`src/rtl/bbp_pkg.sv`:
```
// Shared types and constants of the bimodal branch predictor.
`timescale 1ns / 1ps
package bbp_pkg;

  localparam int unsigned PC_BITS      = 64;
  localparam int unsigned CTR_ENTRIES  = 2048;
  localparam int unsigned CTR_IDX_BITS = $clog2(CTR_ENTRIES);

  typedef logic [1:0] ctr_t;

  localparam ctr_t CTR_MIN        = 2'd0;
  localparam ctr_t CTR_RESET      = 2'd1;
  localparam ctr_t CTR_WEAK_TAKEN = 2'd2;
  localparam ctr_t CTR_MAX        = 2'd3;

  localparam logic [PC_BITS-1:0] PC_STEP = 64'd4;

  typedef enum logic {
    REQ_PREDICT = 1'b0,
    REQ_UPDATE  = 1'b1
  } req_e;

  typedef enum logic [2:0] {
    ST_INIT,
    ST_IDLE,
    ST_CTR,
    ST_SCAN,
    ST_TGT,
    ST_RESP
  } bbp_state_e;

  typedef struct packed {
    req_e               req_type;
    logic [PC_BITS-1:0] pc;
    logic [PC_BITS-1:0] fall;
    logic [PC_BITS-1:0] target;
    logic               taken;
  } item_t;

  localparam int unsigned ITEM_BITS = $bits(item_t);

endpackage

```
`src/rtl/bbp_front.sv`:
```
// Front stage: accepts request beats and classifies them as taken or not taken.
`timescale 1ns / 1ps
module bbp_front
  import bbp_pkg::*;
(
  input  logic               clk_i,
  input  logic               rst_ni,
  input  logic               push_i,
  input  logic               hold_i,
  output logic               ready_o,
  input  logic               req_type_i,
  input  logic [PC_BITS-1:0] pc_i,
  input  logic [PC_BITS-1:0] actual_target_i,
  output item_t              item_o,
  output logic               item_vld_o,
  input  logic               item_full_i
);

  logic               vld_q, vld_d;
  item_t              item_q, item_d;
  logic               accept;
  logic [PC_BITS-1:0] fall;

  assign ready_o    = !hold_i && (!vld_q || !item_full_i);
  assign accept     = push_i && ready_o;
  assign fall       = pc_i + PC_STEP;
  assign item_o     = item_q;
  assign item_vld_o = vld_q;

  always_comb begin
    vld_d  = vld_q;
    item_d = item_q;
    if (accept) begin
      vld_d           = 1'b1;
      item_d.req_type = req_e'(req_type_i);
      item_d.pc       = pc_i;
      item_d.fall     = fall;
      item_d.target   = actual_target_i;
      item_d.taken    = (actual_target_i != fall);
    end else if (vld_q && !item_full_i) begin
      vld_d = 1'b0;
    end
  end

  always_ff @(posedge clk_i or negedge rst_ni) begin
    if (!rst_ni) begin
      vld_q <= 1'b0;
    end else begin
      vld_q <= vld_d;
    end
  end

  always_ff @(posedge clk_i) begin
    item_q <= item_d;
  end

endmodule

```
`config.mk`:
```
export PLATFORM = sky130hd
export DESIGN_NAME = bbp_front
export DESIGN_NICKNAME = d
export VERILOG_FILES = /design/src/rtl/bbp_pkg.sv /design/src/rtl/bbp_front.sv
export SDC_FILE = /design/constraint.sdc
export NUM_CORES = 1
export LEC_CHECK = 0
export ABC_AREA = 1
export ABC_CLOCK_PERIOD_IN_PS = 15100
export BUFFER_PORTS_ARGS = -buffer_cell sky130_fd_sc_hd__buf_2
export CAP_MARGIN = 20
export CORE_MARGIN = 8
export CORE_UTILIZATION = 46
export DETAILED_ROUTE_END_ITERATION = 12
export GPL_ROUTABILITY_DRIVEN = 0
export GPL_TIMING_DRIVEN = 0
export MAX_ROUTING_LAYER = met4
export PLACE_DENSITY = 0.77
export SYNTH_ARGS = -nofsm -noshare
export SYNTH_HDL_FRONTEND = slang
export SYNTH_SLANG_ARGS = --single-unit
```
`constraint.sdc`:
```
create_clock -name clk_i -period 15.1 [get_ports clk_i]
set_input_delay 0 -clock clk_i [delete_from_list [all_inputs] [get_ports clk_i]]
set_output_delay 0 -clock clk_i [all_outputs]
set_load 0.005 [all_outputs]
```
==> impl_results.md <==
- Comb power frac: between 10% and 20%
- Slew Viols, Final: 0
- Largest family of logic cells by synthesized area: simple AND/OR/NAND/NOR gates
- Area grow syn2layout: 43.4%
- GRT met3 Usage: approximately 5.8%
- Actual slew at the worst max-slew pin: 0.428 ns
- Die H: between 150 and 200 um
- Setup CP Type: in2reg
- WL final: 34400 um
- Min-Delay Path Class: in2reg
- Leak: 6.19 nW
- Global-route met2 utilization: 45.8%
- Cts bufs inserted: 17
- IO Pins: 330
- First-pass GRT wire length: 52100 um
- CTS tree: yes
- Synth Area in Compound Gates: 1.29%
- Root Buffer: clkbuf_16
- Nets: 1657
- HPWL after DPL: 26000 um
- Clk pwr share: 37.7%
- Share of layout cells above drive strength 1: 27.6%
- Post-route ant nets: 0
- Syn Std Cell Area: 9570 um^2
- Final Cell Area: 13700 um^2
- Register bit total from synthesis: 193
- Tmin final: 2.64 ns
- Crit share post-route: 17.5%
- Starting DRT DRC Count: 995
- Post-Synthesis Net Count: 1157
- Vias in the first global route: 9367
- XOR/XNOR Fraction of Synth Area: approximately 2.8%
- Die area: 25700 um^2
- Placed Instance Area: 11800 um^2
- Synth cell types: 28
- Rel. slew slack: 71.4%
- Critical path endpoint category: flop
- Synth Warn #: 0
- Net Switching: 0.326 mW
- Worst-skew pair later-pin latency: 0.45 ns
- PD cells: roughly 93 nW/um^2
- Syn Area/Cell: 9.37 um^2
- CP Launch Type: input pin
- Rows: 52
- FILL cells: 1554
- Total core area: just over 20000 um^2
- Clk slew on worst S/H paths: roughly 0.080 ns
- Clk sinks: 193
- Post-CTS Resized: 0
- GRT Overall Usage: 27.3%
- Htree depth: 4
- Vias per Instance: 5.07
- Maximum clock path buffer count: 2
- Synthesized netlist cell count: 1022
- Initial Utilization: 47.2%
- Worst endpoint required time: 15.30 ns
- Initial antenna violation count: 1
- Clk_skew: roughly 0.0087 ns
- Max-cap violations: 0
- Total number of vias: 9149
- RSZ-0062 raised after global routing: false
- Routed WL per cell: 19.0 um
- Port Buffers: between 300 and 400
- Sequential area share after synthesis: between 60% and 70%
- GRT met1 Usage: a little under a third
- Synth Area in Adders: less than 1%
- Seq pwr share: 48.9%
- GR peak layer: met2
- # setup viols final: 0
- Power Total: roughly 1.3 mW
- Final Hold Fails: 0
- VDD IR-drop max: 0.0757 mV
- Chip Width: between 150 and 200 um
- Fmax: about 380 MHz
- Maximum fanout along the worst path: 10
- Status: finished, final reports clean
- Multiplexer area fraction after synthesis: 0%
- Pin count of the biggest net entering global routing: 20
- CP Data Arrival Time: 2.84 ns
- Sw frac: 25.6%
- Grt ovf: 0
- First-pass iteration count of the detailed router: 5
- Setup Total Neg Slack: 0 ns
- P_int: 0.945 mW
- DRC violations left: 0
- Post-Synth Simple-Gate Area: 29.8%
cell families (layout without fill, tap and decap cells):
logic type,count (synthesis),in the layout
other,0,1
and+or+nand+nor,651,651
DFF,193,193
buffers and inverters,134,647
adders and majority gates,1,1
xor gates and xnor gates,23,23
AOI/OAI and AO/OA,20,20
cell usage in the layout, fill, tap and decap left out:
cell type	count
nor2_4	10
xnor2_1	7
diode_2	1
nor2_8	1
nand3_1	67
clkinv_4	4
nand3_2	2
o21bai_1	8
buf_4	2
dfrtp_1	1
clkinv_8	2
nor3_2	1
nand3b_1	26
nand4_1	16
nor2_2	6
o21ai_2	1
nand2_4	2
nand2_2	17
xor2_1	11
nor2_1	142
bufinv_16	2
o21ai_1	1
inv_1	128
nand2_1	357
buf_2	329
clkbuf_16	17
inv_8	3
edfxtp_1	192
a21oi_1	1
inv_2	2
dlygate4sd3_1	135
xnor3_1	5
buf_6	19
nor3_1	3
clkinvlp_4	1
ha_1	1
o21ai_0	9
inv_6	3
and2_1	1
layer usage:
layer	routed length [um]	share of wire, %	vias to the layer above
met3	3170	9.2	88
met5	0	0	-
met2	17000	49	502
met1	13000	38	4234
met4	1250	3.6	0
li1	-	-	4325
cells in the mapped netlist:
cell type,n,area [um^2]
nor2_8,1,20.0
nand3_2,2,20.0
dfrtp_1,1,25.0
nor3_1,4,20.0
inv_1,128,480
nor2_4,10,113
and2_1,1,6.26
nor2_1,142,533
buf_6,2,22.5
xnor3_1,5,113
nor2_2,6,37.5
inv_2,2,7.51
o21ai_2,1,8.76
nand3_1,67,335
ha_1,1,12.5
xor2_1,11,96.3
nand2_1,357,1340
edfxtp_1,192,5770
xnor2_1,7,61.3
o21ai_1,1,5.00
nand3b_1,26,195
o21bai_1,8,60.1
a21oi_1,1,5.00
nand4_1,16,100
o21ai_0,9,45.0
nand2_2,17,106
nand2_4,2,22.5
buf_4,2,15.0
per-stage QoR:
step           instances  util, %  worst slack, ns  hold slack [ns]
2_1_floorplan       1022        -            0.709           -0.296
5_1_grt             1806     67.6            12.22            0.160
3_3_place_gp        1621     56.9            -4.23           -0.225
4_1_cts             1805     67.6            12.55            0.119
6_report            1806     67.6            12.46            0.144
3_5_place_dp        1638     57.9            12.65           -0.220
what timing repair did:
action	in CTS	in global routing
endpoints found under the hold margin	164	0
hold buffers	135	0
setup buffers	0	0
worst max-delay path, stage by stage:
cell	delay (ns)
dlygate4sd3_1	0.54
buf_2	0.17
ha_1	0.29
nand2_2	0.13
nor2_4	0.18
nand2_2	0.11
nor2_4	0.17
buf_6	0.18
nand2_1	0.08
nand3_1	0.08
nand2_1	0.05
nor2_1	0.24
nand2_1	0.09
nor2_1	0.09
nand2_1	0.05
nor2_1	0.16
nand2_1	0.08
nor2_1	0.08
nand2_1	0.06
sequential cells by signal, indices dropped and copies added (netlist names):
| register | flops |
|---|---|
| item_vld_o | 1 |
| item_o | 192 |
layout make-up:
cell class / instances / area, um^2 / share of cell area, %
Antenna cell: 1 / 2.50 / 0.0182
Buffer: 4 / 37.5 / 0.273
Clock buffer: 17 / 425 / 3.10
Clock inverter: 15 / 195 / 1.42
Inverter: 130 / 488 / 3.55
Multi-Input combinational cell: 695 / 3260 / 23.8
Sequential cell: 193 / 5790 / 42.2
Tap cell: 270 / 338 / 2.46
Timing Repair Buffer: 481 / 3190 / 23.2
final timing paths:
path	from	to	slack, ns	cells after the start
worst min-delay path	push_i	item_o[169]	0.14	4
min in group asynchronous	rst_ni	item_vld_o	0.41	3
max in group asynchronous	rst_ni	item_vld_o	14.58	3
worst max register to register	item_vld_o	item_o[120]	12.90	9
worst max-delay path	pc_i[2]	item_o[0]	12.46	19
worst min register to register	item_vld_o	item_o[169]	0.94	4
power groups by stage:
stage	registers (mW)	logic, mW	clock network (mW)
after floorplan	0.648	0.0545	0
after CTS	0.621	0.168	0.482
after global routing	0.624	0.186	0.498
after global placement	0.648	0.129	0
final	0.622	0.170	0.479
after detailed placement	0.633	0.139	0
(Power assumes the default switching activity.)
