===== src/rtl/bbp_fifo.sv =====
// Small first-in first-out queue of registers.
`timescale 1ns / 1ps
module bbp_fifo #(
  parameter int unsigned WIDTH = 1,
  parameter int unsigned DEPTH = 2
) (
  input  logic             clk_i,
  input  logic             rst_ni,
  input  logic             push_i,
  input  logic [WIDTH-1:0] wdata_i,
  output logic             full_o,
  input  logic             pop_i,
  output logic [WIDTH-1:0] rdata_o,
  output logic             empty_o
);

  localparam int unsigned PTR_BITS = (DEPTH > 1) ? $clog2(DEPTH) : 1;
  localparam int unsigned CNT_BITS = $clog2(DEPTH + 1);
  localparam logic [PTR_BITS-1:0] PTR_LAST = PTR_BITS'(DEPTH - 1);
  localparam logic [CNT_BITS-1:0] CNT_FULL = CNT_BITS'(DEPTH);

  logic [WIDTH-1:0]    mem_q [DEPTH];
  logic [PTR_BITS-1:0] wr_ptr_q, wr_ptr_d;
  logic [PTR_BITS-1:0] rd_ptr_q, rd_ptr_d;
  logic [CNT_BITS-1:0] cnt_q, cnt_d;
  logic                do_push;
  logic                do_pop;

  assign full_o  = (cnt_q == CNT_FULL);
  assign empty_o = (cnt_q == '0);
  assign do_push = push_i && !full_o;
  assign do_pop  = pop_i && !empty_o;
  assign rdata_o = mem_q[rd_ptr_q];

  always_comb begin
    wr_ptr_d = wr_ptr_q;
    rd_ptr_d = rd_ptr_q;
    cnt_d    = cnt_q;
    if (do_push) begin
      wr_ptr_d = (wr_ptr_q == PTR_LAST) ? '0 : wr_ptr_q + PTR_BITS'(1);
    end
    if (do_pop) begin
      rd_ptr_d = (rd_ptr_q == PTR_LAST) ? '0 : rd_ptr_q + PTR_BITS'(1);
    end
    if (do_push && !do_pop) begin
      cnt_d = cnt_q + CNT_BITS'(1);
    end else if (do_pop && !do_push) begin
      cnt_d = cnt_q - CNT_BITS'(1);
    end
  end

  always_ff @(posedge clk_i or negedge rst_ni) begin
    if (!rst_ni) begin
      wr_ptr_q <= '0;
      rd_ptr_q <= '0;
      cnt_q    <= '0;
    end else begin
      wr_ptr_q <= wr_ptr_d;
      rd_ptr_q <= rd_ptr_d;
      cnt_q    <= cnt_d;
    end
  end

  always_ff @(posedge clk_i) begin
    if (do_push) begin
      mem_q[wr_ptr_q] <= wdata_i;
    end
  end

endmodule


===== config.mk =====
export PLATFORM = sky130hd
export DESIGN_NAME = bbp_fifo
export DESIGN_NICKNAME = d
export VERILOG_FILES = /design/src/rtl/bbp_fifo.sv
export SDC_FILE = /design/constraint.sdc
export NUM_CORES = 1
export LEC_CHECK = 0
export BUFFER_PORTS_ARGS = -buffer_cell sky130_fd_sc_hd__buf_4
export CAP_MARGIN = 20
export CORE_AREA = 2 2 39 41
export CTS_BUF_LIST = sky130_fd_sc_hd__clkbuf_16
export DETAILED_ROUTE_END_ITERATION = 10
export DIE_AREA = 0 0 41 43
export PLACE_DENSITY = 0.43
export SLEW_MARGIN = 0
export SYNTH_ARGS = -nofsm -noshare
export SYNTH_HDL_FRONTEND = slang
export SYNTH_SLANG_ARGS = --single-unit

===== constraint.sdc =====
create_clock -name clk_i -period 1.4 [get_ports clk_i]
set_input_delay 0.14 -clock clk_i [delete_from_list [all_inputs] [get_ports clk_i]]
set_output_delay 0.14 -clock clk_i [all_outputs]
set_load 0.1 [all_outputs]

==> results.json, run 1 <==
{
  "synth_area_leaders": "dfrtp_1 (37%), edfxtp_1 (22%), xnor2_1 (9.8%)",
  "grt_pass1_vias": 208,
  "layout-drive-gt1-share_pct": 60.5,
  "path_delay_family": "buffers and inverters",
  "dp_hpwl_um": 352,
  "avgViaCountPerCell": 3.71,
  "cp.arrival_ps": 1210,
  "cp_common_cell": "buf_4",
  "synth-adder-area-share_pct": 4.67,
  "coreArea_mm2": 0.00138,
  "yosys_warnings": 0,
  "clk-insertion-delay-late_ps": 230,
  "cp_cell_sequence": "buf_4, buf_4, nor2_2, buf_6",
  "skew_ps": 2.97,
  "grt_usage_pct": 7.29,
  "critPathKind": "reg2out",
  "ant_nets": 0,
  "syn_avg_cell_area_um2": 12.2,
  "synth_cells": 22,
  "post_drt_wl_per_cell_um": 9.24,
  "io_pins": 8,
  "synth_top_area_cell": "dfrtp_1",
  "grt_setup_unrepaired": "true",
  "hold_viol": 0,
  "synth-simple-area-share_pct": 10.3,
  "globalplace.congestion": 0.678,
  "fp.dieH_um": 43,
  "whs_ps": 93.8,
  "synthesis.nets": 28,
  "synth.ff_latch_count": 6,
  "period_share_pct": 96.7,
  "grt.overflow.total": 0,
  "cts-root-buf": "clkbuf_16",
  "required_ps": 1260,
  "slew_violations": 0,
  "cts.sinks": 6,
  "dr.pass1.iters": 1,
  "rows": 14,
  "cts.htree.levels": 1,
  "worst_slack_ps": 46.1,
  "place_ws_ps": -29.2,
  "synth-xor-area-share_pct": 16.4,
  "cts_buffers": 3,
  "antenna_cells": 0,
  "area_delta_synth_final_pct": 98.6,
  "start_util_pct": 19.3,
  "crit_path_start_kind": "flip-flop",
  "fmax_mhz": 739,
  "port_buffers": 7,
  "totalWireLength_um": 545,
  "finalSetupViolCount": 0,
  "synth_cell_types": 12,
  "first_iter_violations": 0,
  "worst-path-max-fanout": 3,
  "num_vias": 219,
  "maxSlewHeadroom_pct": 81.7,
  "synth_compound_area_share_pct": 1.87,
  "maxCapViolations": 0,
  "drc_errors": 0,
  "ys_seq_area_share_pct": 59.8,
  "fillers": 139,
  "cts_buffer_depth": 2,
  "cts_tree": "built",
  "synth_area_um2": 268,
  "layout.nets": 50,
  "end_kind": "output pin",
  "crit_buf_inv": 3,
  "die-area_mm2": 0.00176,
  "synthDominantCellAreaShare_pct": 37.4,
  "synth_top_family_by_area": "XOR/XNOR gates",
  "hold_class": "in2reg",
  "grt_max_degree": 5,
  "r2r_setup_slack_ps": 60,
  "die_w_um": 41,
  "grt_pass1_wl_um": 738,
  "antenna_found_initial": 0,
  "status": "complete, no violations",
  "tightest_slew_ps": 277,
  "crit_slowest_cell": "dfrtp_1",
  "clkTransAtPathRegs_ps": 30,
  "max_stage_delay_ps": 390,
  "muxShareOfSynthArea_pct": 4.21,
  "min_period_ps": 1350
}
==> sequential cells by signal, summed over array words and instances, names as in the netlist <==
name      cells
mem_q         2
rd_ptr_q      1
cnt_q         2
wr_ptr_q      1
==> cell families after synthesis <==
| family | count (synthesis) |
|---|---|
| buffers and inverters | 2 |
| and+or+nand+nor | 6 |
| muxes | 1 |
| DFF | 6 |
| xor gates and xnor gates | 5 |
| AOI/OAI and AO/OA | 1 |
| adders and majority gates | 1 |
==> per-stage QoR <==
step	util [%]	cell area, um2	setup TNS (ps)	std cells
2_1_floorplan	-	270	0	22
3_3_place_gp	26.9	373	0	49
3_5_place_dp	26.9	373	-29.2	49
4_1_cts	35.3	488	0	57
5_1_grt	38.4	532	-51.3	59
6_report	38.4	532	0	59
==> cell usage after synthesis <==
master and count:
inv_1 2, ha_1 1, and3_1 1, xnor2_1 3, mux2_2 1, o21ai_1 1, nand2_1 1, nor2_1 3
dfrtp_1 4, xor2_1 2, nand2b_1 1, edfxtp_1 2
==> layout make-up <==
type,count,area (um2),share of cell area [%]
Inverter,2,7.51,1.41
Clock inverter,1,3.75,0.706
Tap cell,16,20.0,3.76
Clock buffer,3,75.1,14.1
Timing Repair Buffer,17,138,25.9
Sequential cell,6,161,30.4
Multi-Input combinational cell,14,126,23.8
==> worst paths after layout <==
path | startpoint | endpoint | cells past startpoint
max | cnt_q[0]$_DFFE_PN0P_ | empty_o | 4
min | wdata_i | mem_q[1]$_DFFE_PP_ | 1
max reg2reg | cnt_q[0]$_DFFE_PN0P_ | cnt_q[1]$_DFFE_PN0P_ | 6
min reg2reg | rd_ptr_q$_DFFE_PN0P_ | rd_ptr_q$_DFFE_PN0P_ | 1
max in group asynchronous | rst_ni | cnt_q[1]$_DFFE_PN0P_ | 2
min in group asynchronous | rst_ni | rd_ptr_q$_DFFE_PN0P_ | 2
==> placed cells by master (no fill, tap or decap), types with 2 or more instances in the layout <==
cell type	n
buf_4	14
dfrtp_1	3
xnor2_1	3
buf_6	2
xor2_1	2
nor2_1	2
clkbuf_16	3
inv_1	3
edfxtp_1	2
==> per-layer routing <==
metal / up-vias / wire, um / GRT usage, %
li1: 112 / - / -
met1: 100 / 209 / 5.94
met2: 5 / 284 / 10.3
met3: 2 / 25 / 4.71
met4: 0 / 25 / 8.00
met5: - / 0 / 0
==> repair_timing <==
item,in CTS,in global routing
gates resized for setup,1,7
buffers inserted,3,2
setup endpoints to repair,2,2
hold endpoints to repair,4,0
hold buffers,1,0
pin swaps,0,4
gates cloned,0,0
Power of run 1 is not shown: default switching activity piles up to over one toggle a cycle in this logic, so the estimate is an artifact.
==> inputs of run 2 (changes only) <==
--- a/config.mk
+++ b/config.mk
@@ -11,7 +11,6 @@
 export CTS_BUF_LIST = sky130_fd_sc_hd__clkbuf_16
 export DETAILED_ROUTE_END_ITERATION = 10
 export DIE_AREA = 0 0 41 43
-export PLACE_DENSITY = 0.43
 export SLEW_MARGIN = 0
 export SYNTH_ARGS = -nofsm -noshare
 export SYNTH_HDL_FRONTEND = slang
==> results.json, run 2 (same netlist as run 1, synthesis figures left out) <==
{
  "start_util_pct": 19.3,
  "cts-root-buf": "clkbuf_16",
  "fp.dieH_um": 43,
  "min_period_ps": 1340,
  "skew_ps": 2.60,
  "first_iter_violations": 0,
  "num_vias": 210,
  "critPathKind": "reg2out",
  "cts_tree": "built",
  "fin_cells": 54,
  "finalSetupViolCount": 0,
  "maxCapViolations": 0,
  "grt_pass1_wl_um": 910,
  "die_w_um": 41,
  "end_kind": "output pin",
  "antenna_cells": 0,
  "status": "complete, no violations",
  "cts_buffers": 3,
  "dp_hpwl_um": 383,
  "globalplace.congestion": 0.599,
  "grt_usage_pct": 8.65,
  "dr.pass1.iters": 1,
  "tightest_slew_ps": 278,
  "cts_setup_buffers": 0,
  "fmax_mhz": 747,
  "final_common_cell": "buf_4",
  "fillers": 134,
  "grt.overflow.total": 0,
  "crit_path_start_kind": "flip-flop",
  "drc_errors": 0,
  "die-area_mm2": 0.00176,
  "grt_max_degree": 5,
  "layout-drive-gt1-share_pct": 68.4,
  "fin_util_pct": 37.4,
  "slew_violations": 0,
  "cts.sinks": 6,
  "period_share_pct": 95.7,
  "maxSlewHeadroom_pct": 81.6,
  "cts_buffer_depth": 2,
  "post_drt_wl_per_cell_um": 12.4,
  "worst-path-max-fanout": 4,
  "cts.htree.levels": 1,
  "layout.nets": 45,
  "required_ps": 1260,
  "top_regs": "cnt_q x2, mem_q x2",
  "clkTransAtPathRegs_ps": 30,
  "final_cell_mix": "buf_4 (10), xnor2_1 (3), clkbuf_16 (3)",
  "antenna_found_initial": 0,
  "finalSetupTns_ps": 0,
  "port_buffers": 7,
  "area_delta_synth_final_pct": 93.5,
  "totalWireLength_um": 670,
  "io_pins": 8,
  "coreArea_mm2": 0.00138,
  "cp.arrival_ps": 1200,
  "whs_ps": 101,
  "avgViaCountPerCell": 3.89,
  "clk-insertion-delay-late_ps": 230,
  "rows": 14,
  "grt_pass1_vias": 213,
  "ant_nets": 0,
  "place_inst": 49,
  "hold_class": "in2reg",
  "hold_viol": 0
}
[run 2: final timing paths]
kind	from	endpoint	slack, ps	cells after the start
worst max-delay path	cnt_q[0]$_DFFE_PN0P_	full_o	60	4
worst min-delay path	wdata_i	mem_q[0]$_DFFE_PP_	100	1
worst max register to register	cnt_q[0]$_DFFE_PN0P_	cnt_q[1]$_DFFE_PN0P_	70	7
worst min register to register	rd_ptr_q$_DFFE_PN0P_	rd_ptr_q$_DFFE_PN0P_	510	1
max in group asynchronous	rst_ni	cnt_q[0]$_DFFE_PN0P_	1040	2
min in group asynchronous	rst_ni	cnt_q[1]$_DFFE_PN0P_	240	2
[run 2: metrics by stage]
stage               area, um2  setup WS, ps
finish                    518          60.7
global route              518         -20.7
CTS                       465          6.72
detailed placement        373          36.6
global placement          373          46.3
floorplan                 270          27.2
[run 2: area by class of cell]
type | count | area [um2] | share of cell area (%)
inverters | 2 | 7.51 | 1.45
multi-input cells | 14 | 144 | 27.8
repair buffers | 12 | 105 | 20.3
clock inverters | 1 | 3.75 | 0.725
clock buffers | 3 | 75.1 | 14.5
well taps | 16 | 20.0 | 3.86
flip-flops and latches | 6 | 163 | 31.4
[run 2: repair_timing]
| action | CTS | global route |
|---|---|---|
| hold endpoints to repair | 4 | 0 |
| setup endpoints to repair | 1 | 2 |
| hold buffers | 1 | 0 |
| gates resized for setup | 1 | 14 |
| cloned | 0 | 0 |
| pin swaps | 0 | 2 |
[run 2: layer usage]
metal | share of wire (%) | global-route usage, % | wire length, um
met1 | 33 | 7.44 | 221
met2 | 59 | 14.1 | 396
met3 | 5.4 | 3.14 | 36
met4 | 2.4 | 8.00 | 16
met5 | 0 | 0 | 0
[run 2: worst max-delay path: stages (launching register included)]
cell	delay, ps
dfrtp_2	440
nand2b_4	170
buf_4	140
inv_2	60
buf_12	170
Power of run 2 is left out for the same reason.
==> inputs of run 3 (changes only) <==
==> constraint.sdc (replaced) <==
create_clock -name clk_i -period 1.6 [get_ports clk_i]
set_input_delay 0.16 -clock clk_i [delete_from_list [all_inputs] [get_ports clk_i]]
set_output_delay 0.16 -clock clk_i [all_outputs]
set_load 0.1 [all_outputs]
==> results.json, run 3 (same netlist as run 1, synthesis figures left out) <==
{
  "status": "complete, no violations",
  "crit_path_start_kind": "flip-flop",
  "tightest_slew_ps": 282,
  "coreArea_mm2": 0.00138,
  "skew_ps": 1.82,
  "fp.dieH_um": 43,
  "dr.pass1.iters": 4,
  "die-area_mm2": 0.00176,
  "worst-path-max-fanout": 3,
  "hold_path_depth": 1,
  "grt_setup_unrepaired": "false",
  "globalplace.congestion": 0.572,
  "dp_hpwl_um": 357,
  "clk-insertion-delay-late_ps": 230,
  "slew_violations": 0,
  "crit_slowest_cell": "dfrtp_1",
  "ant_nets": 0,
  "grt_pass1_wl_um": 717,
  "cts.htree.levels": 1,
  "cp_cell_sequence": "nand2b_1, nand2_1, inv_1, ha_1, nor2_1, xor2_1",
  "num_vias": 202,
  "cts.sinks": 6,
  "top_regs": "cnt_q x2, mem_q x2",
  "hold_class": "in2reg",
  "cts-root-buf": "clkbuf_16",
  "io_pins": 8,
  "drc_errors": 0,
  "first_iter_violations": 1,
  "maxSlewHeadroom_pct": 81.3,
  "end_kind": "flip-flop",
  "grt_usage_pct": 7.06,
  "min_period_ps": 1410,
  "fillers": 144,
  "r2r-start": "cnt_q[0]$_DFFE_PN0P_",
  "hold_buffers": 1,
  "grt.overflow.total": 0,
  "worstHoldStart": "wdata_i",
  "cts_tree": "built",
  "rows": 14,
  "final_cell_mix": "buf_4 (8), dfrtp_1 (4), inv_1 (3), xnor2_1 (3), clkbuf_16 (3)",
  "cts_buffer_depth": 2,
  "grt_pass1_vias": 206,
  "path_delay_family": "simple AND/OR/NAND/NOR gates",
  "cp.arrival_ps": 1560,
  "antenna_cells": 0,
  "cts_setup_buffers": 0,
  "fmax_mhz": 710,
  "clkTransAtPathRegs_ps": 40,
  "crit_buf_inv": 1,
  "layout-drive-gt1-share_pct": 37.1,
  "finalSetupViolCount": 0,
  "grt_max_degree": 5,
  "max_stage_delay_ps": 380,
  "hold_viol": 0,
  "critPathKind": "reg2reg",
  "layout.nets": 42,
  "reg2reg_depth": 6,
  "totalWireLength_um": 501,
  "post_drt_wl_per_cell_um": 9.82,
  "avgViaCountPerCell": 3.96,
  "required_ps": 1750,
  "r2r_setup_slack_ps": 190,
  "hold_path_end": "mem_q[0]$_DFFE_PP_",
  "r2r-end": "cnt_q[1]$_DFFE_PN0P_",
  "cts_buffers": 3,
  "antenna_found_initial": 0,
  "finalSetupTns_ps": 0,
  "cts_resized": 0,
  "final_common_cell": "buf_4",
  "port_buffers": 7,
  "area_delta_synth_final_pct": 64.0,
  "period_share_pct": 88.0,
  "maxCapViolations": 0,
  "die_w_um": 41,
  "start_util_pct": 19.3
}
-- run 3: how the worst max path moves through the flow --
| stage | from | endpoint | cells after the start |
|---|---|---|---|
| after floorplan | cnt_q[1]$_DFFE_PN0P_ | empty_o | 1 |
| after global placement | cnt_q[0]$_DFFE_PN0P_ | cnt_q[1]$_DFFE_PN0P_ | 6 |
| after detailed placement | cnt_q[0]$_DFFE_PN0P_ | cnt_q[1]$_DFFE_PN0P_ | 6 |
| after CTS | cnt_q[0]$_DFFE_PN0P_ | cnt_q[1]$_DFFE_PN0P_ | 6 |
| after global routing | cnt_q[0]$_DFFE_PN0P_ | cnt_q[1]$_DFFE_PN0P_ | 7 |
| final | cnt_q[0]$_DFFE_PN0P_ | cnt_q[1]$_DFFE_PN0P_ | 6 |
-- run 3: final cells by class --
class / instances / area [um2] / share of cell area [%]
clock inverter: 1 / 3.75 / 0.855
timing repair buffer: 9 / 70.1 / 16.0
tap: 16 / 20.0 / 4.56
multi-input combinational: 14 / 103 / 23.4
inverter: 2 / 7.51 / 1.71
sequential: 6 / 160 / 36.5
clock buffer: 3 / 75.1 / 17.1
-- run 3: metal layers --
metal	share of wire (%)	GRT usage, %
met3	2.8	0
met2	50	11.6
met4	6.6	12.0
met1	40	4.89
met5	0	0
-- run 3: through the flow --
step	utilization, %	instance area, um2	setup slack [ps]	instances	hold WS [ps]
4_1_cts	31.7	439	164	51	118
6_report	31.7	439	192	51	119
2_1_floorplan	-	270	226	22	-136
3_3_place_gp	25.3	350	196	46	-40.7
3_5_place_dp	25.3	350	182	46	-42.0
5_1_grt	31.7	439	64.4	51	122
Power of run 3 is left out for the same reason.
